`config.mk`:
```
export PLATFORM = sky130hd
export DESIGN_NAME = breath_force_alarm_monitor_top
export DESIGN_NICKNAME = d
export VERILOG_FILES = /design/src/hw/rtl/bfam_pkg.sv /design/src/hw/rtl/bfam_csr.sv /design/src/hw/rtl/bfam_core.sv /design/src/hw/rtl/breath_force_alarm_monitor_top.sv
export SDC_FILE = /design/constraint.sdc
export NUM_CORES = 1
export LEC_CHECK = 0
export ABC_AREA = 1
export BUFFER_PORTS_ARGS = -buffer_cell sky130_fd_sc_hd__buf_2
export CORE_MARGIN = 3
export CORE_UTILIZATION = 55
export DETAILED_ROUTE_END_ITERATION = 10
export MAX_ROUTING_LAYER = met4
export PLACE_DENSITY = 0.73
export REMOVE_ABC_BUFFERS = 1
export SYNTH_ARGS = -nofsm -noshare
export SYNTH_HDL_FRONTEND = slang
export SYNTH_SLANG_ARGS = --single-unit
export TNS_END_PERCENT = 50
```
`constraint.sdc`:
```
create_clock -name clock -period 10.3 [get_ports clock]
set_input_delay 2.06 -clock clock [delete_from_list [all_inputs] [get_ports clock]]
set_output_delay 2.06 -clock clock [all_outputs]
set_load 0.02 [all_outputs]
```
`src/hw/rtl/bfam_pkg.sv`:
```
// Shared types, constants and helpers for the breath force alarm monitor.
// No dependencies; every other RTL file imports this package.
`default_nettype none

package bfam_pkg;

   // Bar graph steps and fraction bits of the gram scale
   localparam int BAR_STEPS = 5;
   localparam int FRAC_BITS = 4;

   // Field widths
   localparam int SAMPLE_W  = 20;
   localparam int AVG_W     = 16;
   localparam int BASE_W    = 8;
   localparam int STEP_W    = 4;
   localparam int TIME_W    = 32;
   localparam int BAR_W     = 5;
   localparam int MARGIN_W  = 8;
   localparam int PERIOD_W  = 16;
   localparam int ALPHA_W   = 3;

   // Signed width for threshold compares: whole grams fit 13 bits signed
   localparam int CMP_W = (13 + FRAC_BITS > AVG_W + 1) ? 13 + FRAC_BITS : AVG_W + 1;

   // Beat widths on the stream ports
   localparam int REQ_DATA_W = 64;
   localparam int REQ_USER_W = 2;
   localparam int RSP_DATA_W = 32;

   // Configuration port
   localparam int CSR_ADDR_W = 5;
   localparam int CSR_DATA_W = 32;

   typedef enum logic [2:0] {
      CSR_ALPHA_SHIFT    = 3'd0,
      CSR_TOGGLE_PERIOD  = 3'd1,
      CSR_HEART_PERIOD   = 3'd2,
      CSR_MUTE_LENGTH    = 3'd3,
      CSR_PRESS_WINDOW   = 3'd4,
      CSR_UPPER_MARGIN   = 3'd5,
      CSR_LOWER_MARGIN   = 3'd6
   } csr_index_type;

   // Register reset values
   localparam logic [ALPHA_W-1:0]  ALPHA_RST  = 3'd2;
   localparam logic [PERIOD_W-1:0] TOGGLE_RST = 16'd100;
   localparam logic [PERIOD_W-1:0] HEART_RST  = 16'd8000;
   localparam logic [PERIOD_W-1:0] MUTE_RST   = 16'd30000;
   localparam logic [PERIOD_W-1:0] PRESS_RST  = 16'd1500;
   localparam logic [MARGIN_W-1:0] UPPER_RST  = 8'd20;
   localparam logic [MARGIN_W-1:0] LOWER_RST  = 8'd5;

   // Press count that opens the mute window
   localparam logic [1:0] PRESS_MUTE_COUNT = 2'd3;
   // Ready band width and lower alarm floor, whole grams
   localparam int READY_BAND_GRAMS = 3;
   localparam int ALARM_FLOOR_GRAMS = 2;

   typedef struct packed {
      logic [ALPHA_W-1:0]  alpha_shift;
      logic [PERIOD_W-1:0] toggle_period_ms;
      logic [PERIOD_W-1:0] heartbeat_period_ms;
      logic [PERIOD_W-1:0] mute_length_ms;
      logic [PERIOD_W-1:0] press_window_ms;
      logic [MARGIN_W-1:0] upper_margin_grams;
      logic [MARGIN_W-1:0] lower_margin_grams;
   } cfg_type;

   typedef struct packed {
      logic signed [SAMPLE_W-1:0] sample_q4;
      logic [BASE_W-1:0]          base_grams;
      logic [STEP_W-1:0]          step_grams;
      logic [TIME_W-1:0]          now_ms;
      logic                       running;
      logic                       start_press;
   } item_type;

   typedef struct packed {
      logic [AVG_W-1:0] filtered_q4;
      logic [BAR_W-1:0] bar_leds;
      logic             ready_lamp;
      logic             alarm;
      logic             buzzer_level;
      logic             chirp;
      logic             muted;
   } result_type;

   // True when later lies strictly after earlier on the wrapping time line
   function automatic logic positive_gap(input logic [TIME_W-1:0] later,
                                         input logic [TIME_W-1:0] earlier);
      logic [TIME_W-1:0] d;
      d = later - earlier;
      return (d != '0) && !d[TIME_W-1];
   endfunction

endpackage

`default_nettype wire

```
`src/hw/rtl/bfam_csr.sv`:
```
// Configuration register file with an APB-style port.
// Depends on bfam_pkg for register indexes, reset values and cfg_type.
`default_nettype none

module bfam_csr
   import bfam_pkg::*;
(
   input  wire logic                  clock,
   input  wire logic                  reset,
   input  wire logic                  csr_psel,
   input  wire logic                  csr_penable,
   input  wire logic                  csr_pwrite,
   input  wire logic [CSR_ADDR_W-1:0] csr_paddr,
   input  wire logic [CSR_DATA_W-1:0] csr_pwdata,
   output logic      [CSR_DATA_W-1:0] csr_prdata,
   output logic                       csr_pready,
   output cfg_type                    cfg
);

   cfg_type       cfg_ff;
   cfg_type       cfg_in;
   csr_index_type index;
   logic          wr_en;

   assign csr_pready = 1'b1;
   assign index      = csr_index_type'(csr_paddr[CSR_ADDR_W-1:2]);
   assign wr_en      = csr_psel && csr_penable && csr_pwrite && csr_pready;
   assign cfg        = cfg_ff;

   // Decode the write; addresses past the last register are ignored
   always_comb begin
      cfg_in = cfg_ff;
      if (wr_en) begin
         unique case (index)
            CSR_ALPHA_SHIFT:   cfg_in.alpha_shift         = csr_pwdata[ALPHA_W-1:0];
            CSR_TOGGLE_PERIOD: cfg_in.toggle_period_ms    = csr_pwdata[PERIOD_W-1:0];
            CSR_HEART_PERIOD:  cfg_in.heartbeat_period_ms = csr_pwdata[PERIOD_W-1:0];
            CSR_MUTE_LENGTH:   cfg_in.mute_length_ms      = csr_pwdata[PERIOD_W-1:0];
            CSR_PRESS_WINDOW:  cfg_in.press_window_ms     = csr_pwdata[PERIOD_W-1:0];
            CSR_UPPER_MARGIN:  cfg_in.upper_margin_grams  = csr_pwdata[MARGIN_W-1:0];
            CSR_LOWER_MARGIN:  cfg_in.lower_margin_grams  = csr_pwdata[MARGIN_W-1:0];
            default: ;
         endcase
      end
   end

   always_ff @(posedge clock) begin
      if (reset) begin
         cfg_ff.alpha_shift         <= ALPHA_RST;
         cfg_ff.toggle_period_ms    <= TOGGLE_RST;
         cfg_ff.heartbeat_period_ms <= HEART_RST;
         cfg_ff.mute_length_ms      <= MUTE_RST;
         cfg_ff.press_window_ms     <= PRESS_RST;
         cfg_ff.upper_margin_grams  <= UPPER_RST;
         cfg_ff.lower_margin_grams  <= LOWER_RST;
      end else begin
         cfg_ff <= cfg_in;
      end
   end

   // Read back the addressed register
   always_comb begin
      unique case (index)
         CSR_ALPHA_SHIFT:   csr_prdata = CSR_DATA_W'(cfg_ff.alpha_shift);
         CSR_TOGGLE_PERIOD: csr_prdata = CSR_DATA_W'(cfg_ff.toggle_period_ms);
         CSR_HEART_PERIOD:  csr_prdata = CSR_DATA_W'(cfg_ff.heartbeat_period_ms);
         CSR_MUTE_LENGTH:   csr_prdata = CSR_DATA_W'(cfg_ff.mute_length_ms);
         CSR_PRESS_WINDOW:  csr_prdata = CSR_DATA_W'(cfg_ff.press_window_ms);
         CSR_UPPER_MARGIN:  csr_prdata = CSR_DATA_W'(cfg_ff.upper_margin_grams);
         CSR_LOWER_MARGIN:  csr_prdata = CSR_DATA_W'(cfg_ff.lower_margin_grams);
         default:           csr_prdata = '0;
      endcase
   end

endmodule

`default_nettype wire

```
`src/hw/rtl/bfam_core.sv`:
```
// Per-sample logic and state: press counter, mute window, average filter,
// thresholds, bar graph, ready lamp, buzzer and heartbeat. Depends on bfam_pkg.
`default_nettype none

module bfam_core
   import bfam_pkg::*;
(
   input  wire logic     clock,
   input  wire logic     reset,
   input  wire logic     fire,
   input  wire item_type item,
   input  wire cfg_type  cfg,
   output result_type    result
);

   // State
   logic [AVG_W-1:0]  avg_ff,         avg_in;
   logic              buzzer_ff,      buzzer_in;
   logic [TIME_W-1:0] last_toggle_ff, last_toggle_in;
   logic [TIME_W-1:0] last_chirp_ff,  last_chirp_in;
   logic [TIME_W-1:0] mute_end_ff,    mute_end_in;
   logic [1:0]        press_cnt_ff,   press_cnt_in;
   logic [TIME_W-1:0] last_press_ff,  last_press_in;

   logic [AVG_W-1:0]         x_clamped;
   logic signed [AVG_W:0]    diff;
   logic signed [AVG_W:0]    diff_sh;
   logic [AVG_W-1:0]         avg_new;
   logic [1:0]               press_cnt_next;
   logic signed [CMP_W-1:0]  f_s, base_s, step_s, upper_s, lower_s;
   logic signed [CMP_W-1:0]  ready_lo_s, base_lim_s, floor_s;
   logic                     in_alarm;
   logic [BAR_W-1:0]         bars;

   // Clamp the sample: negatives to zero, saturate above the average range
   always_comb begin
      if (item.sample_q4[SAMPLE_W-1])
         x_clamped = '0;
      else if (item.sample_q4[SAMPLE_W-2:AVG_W] != '0)
         x_clamped = '1;
      else
         x_clamped = item.sample_q4[AVG_W-1:0];
   end

   // Exponential average; arithmetic shift rounds toward minus infinity
   assign diff    = $signed({1'b0, x_clamped}) - $signed({1'b0, avg_ff});
   assign diff_sh = diff >>> cfg.alpha_shift;
   assign avg_new = avg_ff + diff_sh[AVG_W-1:0];

   // Thresholds in gram units scaled to the fixed-point average
   assign f_s        = $signed({{(CMP_W-AVG_W){1'b0}}, avg_new});
   assign base_s     = $signed({{(CMP_W-BASE_W){1'b0}}, item.base_grams});
   assign step_s     = $signed({{(CMP_W-STEP_W){1'b0}}, item.step_grams});
   assign upper_s    = (base_s + step_s * CMP_W'(BAR_STEPS)
                        + $signed({{(CMP_W-MARGIN_W){1'b0}}, cfg.upper_margin_grams}))
                       <<< FRAC_BITS;
   assign lower_s    = (base_s
                        - $signed({{(CMP_W-MARGIN_W){1'b0}}, cfg.lower_margin_grams}))
                       <<< FRAC_BITS;
   assign ready_lo_s = (base_s - CMP_W'(READY_BAND_GRAMS)) <<< FRAC_BITS;
   assign base_lim_s = base_s <<< FRAC_BITS;
   assign floor_s    = CMP_W'(ALARM_FLOOR_GRAMS) <<< FRAC_BITS;

   assign in_alarm = (f_s > upper_s) || ((f_s < lower_s) && (f_s > floor_s));

   // Bar graph: one compare per step; steps past the field width drop out
   always_comb begin
      bars = '0;
      for (int i = 0; i < BAR_W; i++) begin
         if (i < BAR_STEPS)
            bars[i] = f_s >= ((base_s + step_s * CMP_W'(i)) <<< FRAC_BITS);
      end
   end

   // Next state and result
   always_comb begin
      avg_in         = avg_ff;
      buzzer_in      = buzzer_ff;
      last_toggle_in = last_toggle_ff;
      last_chirp_in  = last_chirp_ff;
      mute_end_in    = mute_end_ff;
      press_cnt_in   = press_cnt_ff;
      last_press_in  = last_press_ff;
      press_cnt_next = press_cnt_ff;
      result         = '0;

      // Count presses; a third one in sequence opens the mute window
      if (item.start_press) begin
         if ((item.now_ms - last_press_ff) < TIME_W'(cfg.press_window_ms))
            press_cnt_next = press_cnt_ff + 2'd1;
         else
            press_cnt_next = 2'd1;
         last_press_in = item.now_ms;
         if (press_cnt_next == PRESS_MUTE_COUNT) begin
            mute_end_in  = item.now_ms + TIME_W'(cfg.mute_length_ms);
            press_cnt_in = '0;
         end else begin
            press_cnt_in = press_cnt_next;
         end
      end

      if (item.running) begin
         avg_in = avg_new;
         if (in_alarm) begin
            result.alarm = 1'b1;
            if ((item.now_ms - last_toggle_ff) > TIME_W'(cfg.toggle_period_ms)) begin
               buzzer_in      = !buzzer_ff;
               last_toggle_in = item.now_ms;
            end
         end else begin
            buzzer_in = 1'b0;
            if (positive_gap(item.now_ms, mute_end_in) &&
                (item.now_ms - last_chirp_ff) > TIME_W'(cfg.heartbeat_period_ms)) begin
               result.chirp  = 1'b1;
               last_chirp_in = item.now_ms;
            end
         end
         result.ready_lamp = (f_s >= ready_lo_s) && (f_s < base_lim_s);
         result.bar_leds   = bars;
      end else begin
         buzzer_in = 1'b0;
      end

      result.filtered_q4  = avg_in;
      result.buzzer_level = buzzer_in;
      result.muted        = positive_gap(mute_end_in, item.now_ms);
   end

   // Commit state on each processed beat
   always_ff @(posedge clock) begin
      if (reset) begin
         avg_ff         <= '0;
         buzzer_ff      <= 1'b0;
         last_toggle_ff <= '0;
         last_chirp_ff  <= '0;
         mute_end_ff    <= '0;
         press_cnt_ff   <= '0;
         last_press_ff  <= '0;
      end else if (fire) begin
         avg_ff         <= avg_in;
         buzzer_ff      <= buzzer_in;
         last_toggle_ff <= last_toggle_in;
         last_chirp_ff  <= last_chirp_in;
         mute_end_ff    <= mute_end_in;
         press_cnt_ff   <= press_cnt_in;
         last_press_ff  <= last_press_in;
      end
   end

endmodule

`default_nettype wire

```
`src/hw/rtl/breath_force_alarm_monitor_top.sv`:
```
// A request beat is held in the input register until the result register is free or
// draining, then is processed into the result register. Throughput: one beat per
// cycle while the result side does not stall; the input register refills while the
// result register drains, so a stalled result side holds two beats inside. The filter
// and alarm logic between the two registers bounds the clock. Reset (synchronous)
// empties both registers, zeroes the state and loads the register reset values.
`default_nettype none

module breath_force_alarm_monitor_top
   import bfam_pkg::*;
(
   input  wire logic                  clock,
   input  wire logic                  reset,
   // Request stream
   input  wire logic                  req_tvalid,
   output logic                       req_tready,
   // [19:0] sample_q4, [27:20] base_grams, [31:28] step_grams, [63:32] now_ms
   input  wire logic [REQ_DATA_W-1:0] req_tdata,
   // [0] running, [1] start_press
   input  wire logic [REQ_USER_W-1:0] req_tuser,
   // Result stream
   output logic                       rsp_tvalid,
   input  wire logic                  rsp_tready,
   // [15:0] filtered_q4, [20:16] bar_leds, [21] ready_lamp, [22] alarm,
   // [23] buzzer_level, [24] chirp, [25] muted, [31:26] zero
   output logic      [RSP_DATA_W-1:0] rsp_tdata,
   // Configuration port
   input  wire logic                  csr_psel,
   input  wire logic                  csr_penable,
   input  wire logic                  csr_pwrite,
   input  wire logic [CSR_ADDR_W-1:0] csr_paddr,
   input  wire logic [CSR_DATA_W-1:0] csr_pwdata,
   output logic      [CSR_DATA_W-1:0] csr_prdata,
   output logic                       csr_pready
);

   cfg_type    cfg;
   item_type   item_ff;
   logic       in_valid_ff;
   result_type core_result;
   result_type rsp_ff;
   logic       rsp_valid_ff;
   logic       advance;

   bfam_csr u_csr (
      .clock       (clock),
      .reset       (reset),
      .csr_psel    (csr_psel),
      .csr_penable (csr_penable),
      .csr_pwrite  (csr_pwrite),
      .csr_paddr   (csr_paddr),
      .csr_pwdata  (csr_pwdata),
      .csr_prdata  (csr_prdata),
      .csr_pready  (csr_pready),
      .cfg         (cfg)
   );

   // Process the held beat whenever the result register is free or draining
   assign advance    = in_valid_ff && (!rsp_valid_ff || rsp_tready);
   assign req_tready = !in_valid_ff || advance;

   // Input register
   always_ff @(posedge clock) begin
      if (reset) begin
         in_valid_ff <= 1'b0;
      end else if (req_tready) begin
         in_valid_ff <= req_tvalid;
      end
   end

   always_ff @(posedge clock) begin
      if (req_tready && req_tvalid) begin
         item_ff.sample_q4   <= $signed(req_tdata[19:0]);
         item_ff.base_grams  <= req_tdata[27:20];
         item_ff.step_grams  <= req_tdata[31:28];
         item_ff.now_ms      <= req_tdata[63:32];
         item_ff.running     <= req_tuser[0];
         item_ff.start_press <= req_tuser[1];
      end
   end

   bfam_core u_core (
      .clock  (clock),
      .reset  (reset),
      .fire   (advance),
      .item   (item_ff),
      .cfg    (cfg),
      .result (core_result)
   );

   // Result register
   always_ff @(posedge clock) begin
      if (reset) begin
         rsp_valid_ff <= 1'b0;
      end else if (advance) begin
         rsp_valid_ff <= 1'b1;
      end else if (rsp_tready) begin
         rsp_valid_ff <= 1'b0;
      end
   end

   always_ff @(posedge clock) begin
      if (advance) begin
         rsp_ff <= core_result;
      end
   end

   assign rsp_tvalid = rsp_valid_ff;
   assign rsp_tdata  = {6'b0, rsp_ff.muted, rsp_ff.chirp, rsp_ff.buzzer_level,
                        rsp_ff.alarm, rsp_ff.ready_lamp, rsp_ff.bar_leds,
                        rsp_ff.filtered_q4};

   // A held beat that cannot advance stays held
   a_hold_input: assert property (@(posedge clock) disable iff (reset)
      in_valid_ff && !advance |=> in_valid_ff)
      else $error("input beat dropped while result side stalled");

   // A processed beat always shows up on the result side
   a_advance_loads: assert property (@(posedge clock) disable iff (reset)
      advance |=> rsp_valid_ff)
      else $error("processed beat did not reach the result register");

   // Back-pressure only when the input register is full
   a_ready_when_empty: assert property (@(posedge clock) disable iff (reset)
      !req_tready |-> in_valid_ff && rsp_valid_ff && !rsp_tready)
      else $error("request side stalled without cause");

   // Alarm and heartbeat chirp are mutually exclusive
   a_alarm_no_chirp: assert property (@(posedge clock) disable iff (reset)
      rsp_valid_ff |-> !(rsp_ff.alarm && rsp_ff.chirp))
      else $error("chirp given during alarm");

   // Buzzer only sounds on an alarm beat
   a_buzzer_alarm: assert property (@(posedge clock) disable iff (reset)
      rsp_valid_ff && rsp_ff.buzzer_level |-> rsp_ff.alarm)
      else $error("buzzer on without alarm");

endmodule

`default_nettype wire
```
==> out/qor.txt, run 1 <==
layout net count: 5125
Slew Limit Headroom: 22.5%
# IOs: 177
via count: 29500
CTS root buf: clkbuf_16
die span in x: 240 µm
post-CTS setup buffer count: 0
clk_skew: 0.0327 ns
max frequency: 111 MHz
Crit path top cell by count: nand2_1
routed wire length: 94400 µm
Max Used Layer: met4
Initial Util: 55.8%
GR Util All Layers: 33.0%
Arrival @ worst endpoint: 9.48 ns
HP Class: register to register
DRC: 0
library cells used by synthesis: 63
clk buf depth: 3
cell row count: 85
worst-margin pin slew: 1.16 ns
Mapped Area: 30200 µm²
Async SR Flop Fraction: 0%
unrepaired setup endpoints after global routing: false
initial antenna violation count: 0
chip height: 240 µm
die area: 57700 µm²
CP max stage delay: 0.60 ns
power per cell area: 154 nW/µm²
routed len/inst: 17.6 µm
CP max FO: 34
I/O Buffers: 135
antenna viol nets, final: 0
met1 WL: 40700 µm
Layout area overhead: 8.44%
RePlAce Congestion: 1.03
gr ovfl total: 0
Pleak: 16.6 nW
Crit-path slowest cell: or3_1
DR pass1 iterations: 5
final hold viol count: 0
Cells after Synth: 4549
Min Hold Slack: 0.479 ns
routed length on met3: 5570 µm
vias in the first global route: 27500
WP data required: 10.81 ns
setup TNS: 0 ns
vias per cell: 5.49
Pins Over Slew Limit: 0
Final Util: 60.6%
Seq. cell area: 7410 µm²
number of CTS-inserted buffers: 41
fillers: 5215
Top FF cell, synth: dfxtp_1
Syn Area/Cell: 6.63 µm²
largest net degree at the start of global routing: 110
Core Area: 54000 µm²
endpoints failing setup: 0
Yosys reg bits: 324
first-pass GRT wire length: 145000 µm
quantity of gates resized following cts: 0
Seq/Total Area, Yosys: 24.5%
number of synthesized flops with an enable pin: 92
Clk Latency, worst-skew pair: 0.58 ns
CTS tree: built
CP Capture Type: register
Clk pin slew, worst setup/hold paths: 0.06 ns
peak supply drop: 0.130 mV
synth warn: 0
Final HPWL DP: 74100 µm
setup slack after placement: 1.51 ns
WS Path Type: register to register
Num Clock Sinks: 324
H-tree levels: 2
share of layout cells above drive strength 1: 6.72%
max-cap violations: 0
fin crit share: 87.2%
outcome: finished clean
Final Critical Period: 8.98 ns
met2 WL: 44100 µm
multi-input logic area: 19100 µm²
Startpoint Class: register
Starting DRT DRC Count: 2107
post-layout worst setup margin: 1.32 ns
Post-CTS Hold Fix Bufs: 0
==> flip-flops by register name, summed over array words and instances (netlist names) <==
register and count:
u_csr.cfg 83, item_ff 66, u_core.last_chirp_ff 32, u_core.last_press_ff 32
u_core.last_toggle_ff 32, u_core.mute_end_ff 32, rsp_tdata 26, u_core.avg_ff 16
u_core.press_cnt_ff 2, in_valid_ff 1, rsp_tvalid 1, u_core.buzzer_ff 1
==> final timing paths <==
kind,start,slack [ns],cells after the start,end
setup / recovery,item_ff[63],1.32,46,u_core.last_chirp_ff[1]
hold / removal,u_core.last_toggle_ff[31],0.48,2,u_core.last_toggle_ff[31]
hold reg to reg,u_core.last_toggle_ff[31],0.48,2,u_core.last_toggle_ff[31]
setup reg to reg,item_ff[63],1.32,46,u_core.last_chirp_ff[1]
==> cell usage after synthesis (7+ instances only) <==
cell type	count	area (µm²)
a31oi_1	17	106
nor2_2	15	93.8
o221ai_1	14	123
buf_1	9	33.8
nor2_1	376	1410
clkbuf_1	76	285
nand2_1	1029	3860
xor2_1	129	1130
inv_1	816	3060
edfxtp_1	92	2760
nand2_2	19	119
nand4_1	87	544
o2111ai_1	15	131
o22ai_1	11	68.8
o21ai_1	10	50.1
o21a_1	10	75.1
a211oi_1	7	52.6
o211ai_1	31	233
o21ai_0	311	1560
nor3_1	43	215
xnor2_1	47	412
o21bai_1	24	180
ha_1	350	4380
dfxtp_1	232	4640
a21oi_1	404	2020
nor4_1	14	87.6
fa_1	21	420
inv_2	23	86.3
nand3_2	7	70.1
buf_4	23	173
or2_2	10	62.6
a221oi_1	15	131
nand3_1	176	881
buf_2	12	60.1
mux2i_1	10	100
==> cell type report <==
cell class / instances / area share (%)
antenna: 1 / 0.00765
clock buffer: 59 / 3.71
clock inverter: 15 / 0.421
inverter: 844 / 9.70
multi-input combinational: 3277 / 58.3
sequential: 324 / 22.6
tap: 696 / 2.66
timing repair buffer: 156 / 2.55
==> power breakdown <==
group | leakage (nW) | internal [mW] | switching [mW]
Clock | 0.668 | 0.853 | 0.598
Combinational | 13.1 | 0.753 | 1.39
Sequential | 2.78 | 1.39 | 0.0621
Total | 16.6 | 3.00 | 2.05
==> per-layer routing <==
| metal | up-vias | global-route usage, % |
|---|---|---|
| met5 | - | - |
| met4 | 0 | 13.3 |
| met3 | 215 | 3.15 |
| li1 | 15000 | - |
| met1 | 13400 | 41.0 |
| met2 | 889 | 55.3 |
==> cell families (layout without fill, tap and decap cells) <==
group                    count (synthesis)  after routing  share of synthesized area (%)
buffers and inverters                  969           1074                           12.5
AND/OR/NAND/NOR                       1793           1793                           24.9
AO/OA/AOI/OAI                          903            903                           16.6
multiplexers                            10             10                          0.332
XOR/XNOR                               177            177                           5.16
other                                    2             24                         0.0249
adder cells (fa/ha/maj)                371            371                           15.9
flip-flops                             324            324                           24.5
==> critical path: cells and delay by family (launching register included) <==
family                     cells  cell delay [ns]
AOI/OAI and AO/OA             17             3.05
xor gates and xnor gates       2             0.51
adders and majority gates      4             1.21
and+or+nand+nor               17             2.82
buffers and inverters          5             0.79
DFF                            1             0.35
muxes                          1             0.14
==> layout by cell type, fill, tap and decap left out, types with 42 or more instances in the layout <==
cell,count
xor2_1,129
xnor2_1,47
clkbuf_16,45
o21ai_0,311
dfxtp_1,232
a21oi_1,404
buf_2,135
nor3_1,42
nor2_1,375
nand4_1,87
nand2_1,1028
edfxtp_1,92
ha_1,350
nand3_1,176
inv_1,813
==> per-stage QoR <==
| step | std cells | cell area (µm²) | power [mW] |
|---|---|---|---|
| detailed placement | 5297 | 31400 | 3.58 |
| CTS | 5371 | 32700 | 5.04 |
| floorplan | 4445 | 29600 | 3.01 |
| finish | 5372 | 32700 | 5.04 |
| global placement | 5297 | 31400 | 3.55 |
| global route | 5371 | 32700 | 5.41 |
(Power assumes the default switching activity.)
==> run 2, diff against run 1 <==
--- a/config.mk
+++ b/config.mk
@@ -6,12 +6,12 @@
 export NUM_CORES = 1
 export LEC_CHECK = 0
 export ABC_AREA = 1
-export BUFFER_PORTS_ARGS = -buffer_cell sky130_fd_sc_hd__buf_2
 export CORE_MARGIN = 3
 export CORE_UTILIZATION = 55
 export DETAILED_ROUTE_END_ITERATION = 10
+export DONT_BUFFER_PORTS = 1
 export MAX_ROUTING_LAYER = met4
-export PLACE_DENSITY = 0.73
+export PLACE_DENSITY = 0.7
 export REMOVE_ABC_BUFFERS = 1
 export SYNTH_ARGS = -nofsm -noshare
 export SYNTH_HDL_FRONTEND = slang
==> out/qor.txt, run 2 (synthesis results as in run 1) <==
CP Capture Type: register
DRC: 0
Clk pin slew, worst setup/hold paths: 0.06 ns
Pleak: 16.0 nW
most common cell after layout, fill and taps aside: nand2_1
clk buf depth: 3
via count: 28900
post-CTS setup buffer count: 0
Initial Util: 55.8%
power per cell area: 156 nW/µm²
setup TNS: 0 ns
CP max stage delay: 0.82 ns
routed wire length: 91700 µm
CTS root buf: clkbuf_16
Layout area overhead: 6.11%
die area: 57700 µm²
fillers: 5316
Reg2Reg Setup Slack: 1.10 ns
# diodes: 0
outcome: finished clean
antenna viol nets, final: 0
crit path from: item_ff[63]
clk_skew: 0.0275 ns
Startpoint Class: register
number of CTS-inserted buffers: 40
CP max FO: 34
first-pass GRT wire length: 143000 µm
Top delay family on crit path: simple AND/OR/NAND/NOR gates
unrepaired setup endpoints after global routing: false
vias in the first global route: 26900
Clk Latency, worst-skew pair: 0.57 ns
Crit-path slowest cell: nor2_4
GR Util All Layers: 32.1%
Final Util: 59.3%
most frequent cells in the layout: nand2_1, inv_1, a21oi_1, nor2_1, ha_1
final hold viol count: 0
H-tree levels: 2
endpoints failing setup: 0
RePlAce Congestion: 1.03
DR pass1 iterations: 5
vias per cell: 5.53
gr ovfl total: 0
r2r startpoint: item_ff[63]
worst-margin pin slew: 1.19 ns
Slew Limit Headroom: 20.5%
Largest register FFs: 83
# IOs: 177
CTS tree: built
routed len/inst: 17.5 µm
Arrival @ worst endpoint: 9.70 ns
cell row count: 85
peak supply drop: 0.105 mV
Final HPWL DP: 72100 µm
WS Path Type: register to register
Crit path top cell by count: nand2_1
min-delay src: u_core.last_toggle_ff[0]
Final Critical Period: 9.20 ns
Post-CTS Hold Fix Bufs: 0
max-cap violations: 0
chip height: 240 µm
fin crit share: 89.3%
initial antenna violation count: 0
largest net degree at the start of global routing: 114
HP Class: register to register
share of layout cells above drive strength 1: 3.92%
Num Clock Sinks: 324
layout net count: 4986
WP buf/inv: 6
max frequency: 109 MHz
WP data required: 10.80 ns
quantity of gates resized following cts: 0
die span in x: 240 µm
Starting DRT DRC Count: 2145
Pins Over Slew Limit: 0
Core Area: 54000 µm²
I/O Buffers: 0
==> run 2: metal layers <==
metal / track usage [%] / up-vias / routed length [µm]
met3: 3.30 / 226 / 4870
met5: - / - / 0
met1: 40.0 / 13200 / 40100
met4: 13.0 / 0 / 4220
met2: 53.6 / 810 / 42500
li1: - / 14700 / -
==> run 2: cell type report <==
| type | count | area, µm² | share of cell area (%) |
|---|---|---|---|
| sequential | 324 | 7410 | 23.1 |
| clock inverter | 22 | 221 | 0.692 |
| inverter | 844 | 3170 | 9.91 |
| tap | 696 | 871 | 2.72 |
| multi-input combinational | 3277 | 19100 | 59.6 |
| timing repair buffer | 18 | 135 | 0.422 |
| clock buffer | 51 | 1130 | 3.52 |
==> run 2: worst paths after layout <==
kind	end	cells after the start
hold reg to reg	u_core.last_toggle_ff[0]	2
setup reg to reg	u_core.last_chirp_ff[26]	46
setup / recovery	u_core.last_chirp_ff[26]	46
hold / removal	u_core.last_toggle_ff[0]	2
==> run 2: power breakdown <==
group | internal, mW | total [mW] | switching [mW] | leakage [nW]
Sequential | 1.39 | 1.47 | 0.0785 | 2.78
Clock | 0.857 | 1.45 | 0.596 | 0.660
Combinational | 0.729 | 2.06 | 1.33 | 12.6
==> run 2: metrics by stage <==
stage / total power, mW / setup slack [ns] / hold WS (ns) / instances / instance area [µm²]
final: 4.99 / 1.10 / 0.474 / 5232 / 32000
after global routing: 5.36 / 0.0113 / 0.500 / 5232 / 32000
after CTS: 4.99 / 1.15 / 0.469 / 5232 / 32000
after detailed placement: 3.53 / 1.21 / 0.460 / 5159 / 30700
after global placement: 3.50 / 1.31 / 0.450 / 5159 / 30700
after floorplan: 3.01 / 3.00 / 0.439 / 4445 / 29600
==> run 2: tightest hold or removal path: cells and delay by family, from the launching register on <==
kind             cells  cell delay [ns]
flip-flops           1             0.31
AND/OR/NAND/NOR      1             0.06
AO/OA/AOI/OAI        1             0.05
==> run 3, diff against run 2 <==
--- a/config.mk
+++ b/config.mk
@@ -15,5 +15,6 @@
 export REMOVE_ABC_BUFFERS = 1
 export SYNTH_ARGS = -nofsm -noshare
 export SYNTH_HDL_FRONTEND = slang
+export SYNTH_HIERARCHICAL = 1
 export SYNTH_SLANG_ARGS = --single-unit
 export TNS_END_PERCENT = 50
==> out/qor.txt, run 3 <==
Reg2Reg Setup Slack: 1.43 ns
routed wire length: 102000 µm
fillers: 5672
Post-CTS Hold Fix Bufs: 0
power per cell area: 151 nW/µm²
cell row count: 87
Core Area: 56600 µm²
Initial Util: 55.8%
top-count cell post-synth: nand2_1
clk_skew: 0.0293 ns
Final Util: 59.2%
routed len/inst: 18.2 µm
Synth top area share: 14.7%
post-CTS setup buffer count: 0
Layout area overhead: 6.16%
final hold viol count: 0
Startpoint Class: register
GR Util All Layers: 33.9%
Starting DRT DRC Count: 2900
Clk pin slew, worst setup/hold paths: 0.06 ns
cell taking the most area after synthesis: dfxtp_1
die area: 60300 µm²
setup slack after placement: 1.61 ns
outcome: finished clean
H-tree levels: 2
Arrival @ worst endpoint: 9.26 ns
met1 WL: 45600 µm
Top FF cell, synth: dfxtp_1
Mapped Area: 31600 µm²
Max Used Layer: met4
DR pass1 iterations: 6
Cells after Synth: 4881
synth warn: 6
largest cells by area after synthesis: dfxtp_1, ha_1, nand2_1
Pins Over Slew Limit: 0
endpoints failing setup: 0
Post-synth top cells: nand2_1, inv_1, nor2_1, a21oi_1, ha_1
I/O Buffers: 0
via count: 31100
WP data required: 10.69 ns
Yosys reg bits: 324
Clk Latency, worst-skew pair: 0.60 ns
max-cap violations: 0
antenna viol nets, final: 0
DRC: 0
CTS tree: built
Syn Area/Cell: 6.47 µm²
Final HPWL DP: 79600 µm
RePlAce Congestion: 1.04
initial antenna violation count: 2
routed length on met3: 6990 µm
worst-margin pin slew: 1.19 ns
CP Capture Type: register
Seq/Total Area, Yosys: 23.5%
quantity of gates resized following cts: 0
library cells used by synthesis: 64
Largest register FFs: 83
largest net degree at the start of global routing: 85
setup TNS: 0 ns
Final Critical Period: 8.87 ns
clk buf depth: 3
vias in the first global route: 28100
first-pass GRT wire length: 157000 µm
most common cell after layout, fill and taps aside: nand2_1
CP max FO: 30
WS Path Type: register to register
Crit-path slowest cell: inv_1
# IOs: 177
Slew Limit Headroom: 20.5%
CTS root buf: clkbuf_16
met2 WL: 46300 µm
Pleak: 16.6 nW
number of synthesized flops with an enable pin: 92
die span in x: 246 µm
CP max stage delay: 0.72 ns
most frequent cells in the layout: nand2_1, inv_1, nor2_1, a21oi_1, ha_1
Num Clock Sinks: 324
vias per cell: 5.53
peak supply drop: 0.140 mV
unrepaired setup endpoints after global routing: false
layout net count: 5335
HP Class: register to register
post-layout worst setup margin: 1.43 ns
Crit path top cell by count: nand2_1
gr ovfl total: 0
number of CTS-inserted buffers: 41
max frequency: 113 MHz
share of layout cells above drive strength 1: 4.37%
chip height: 246 µm
fin crit share: 86.2%
Async SR Flop Fraction: 0%
==> run 3: logic make-up (layout without fill, tap and decap cells) <==
group                    Yosys count  in the layout  share of synthesized area, %
adder cells (fa/ha/maj)          384            384                          15.7
XOR/XNOR                         177            177                          4.91
AO/OA/AOI/OAI                    910            910                          15.6
AND/OR/NAND/NOR                 2055           2055                          27.3
multiplexers                       4              4                         0.127
flip-flops                       324            324                          23.5
other                              3             24                        0.0357
buffers and inverters           1024            997                          12.9
==> run 3: stage by stage <==
step                area [µm²]  power (mW)  hold WS, ns  std cells
global placement         32200        3.56        0.437       5554
finish                   33500        5.06        0.452       5631
CTS                      33500        5.05        0.451       5630
global route             33500        5.42        0.471       5630
floorplan                30900        3.01        0.429       4751
detailed placement       32200        3.59        0.442       5554
==> run 3: where the power goes <==
part	leakage, nW	internal, mW	total, mW	switching (mW)
Combinational	13.2	0.748	2.17	1.42
Clock	0.643	0.816	1.44	0.629
Sequential	2.78	1.39	1.45	0.0573
Total	16.6	2.95	5.06	2.10
==> run 3: final cells by class <==
cell class	instances	area (µm²)	area share (%)
inverters	874	3280	9.79
clock buffers	53	1130	3.38
diodes	1	2.50	0.00747
multi-input cells	3553	20200	60.2
clock inverters	23	213	0.635
flip-flops and latches	324	7410	22.1
repair buffers	47	353	1.05
well taps	756	946	2.82
==> run 3: worst max-delay path, delay by kind of cell (launching register included) <==
kind | cells | cell delay [ns]
and+or+nand+nor | 20 | 3.34
xor gates and xnor gates | 1 | 0.36
buffers and inverters | 4 | 1.63
DFF | 1 | 0.56
adders and majority gates | 3 | 1.28
AOI/OAI and AO/OA | 5 | 1.46
==> run 3: metal layers <==
metal	global-route usage, %	vias to the layer above
li1	-	15700
met5	-	-
met4	10.9	0
met1	44.7	14200
met3	3.81	172
met2	54.6	1049
==> run 3: worst paths after layout <==
check	start	to	cells past startpoint
hold / removal	u_core/last_toggle_ff[0]	u_core/last_toggle_ff[0]	2
setup reg to reg	item_ff[8]	rsp_tdata[24]	33
hold reg to reg	u_core/last_toggle_ff[0]	u_core/last_toggle_ff[0]	2
setup / recovery	item_ff[8]	rsp_tdata[24]	33
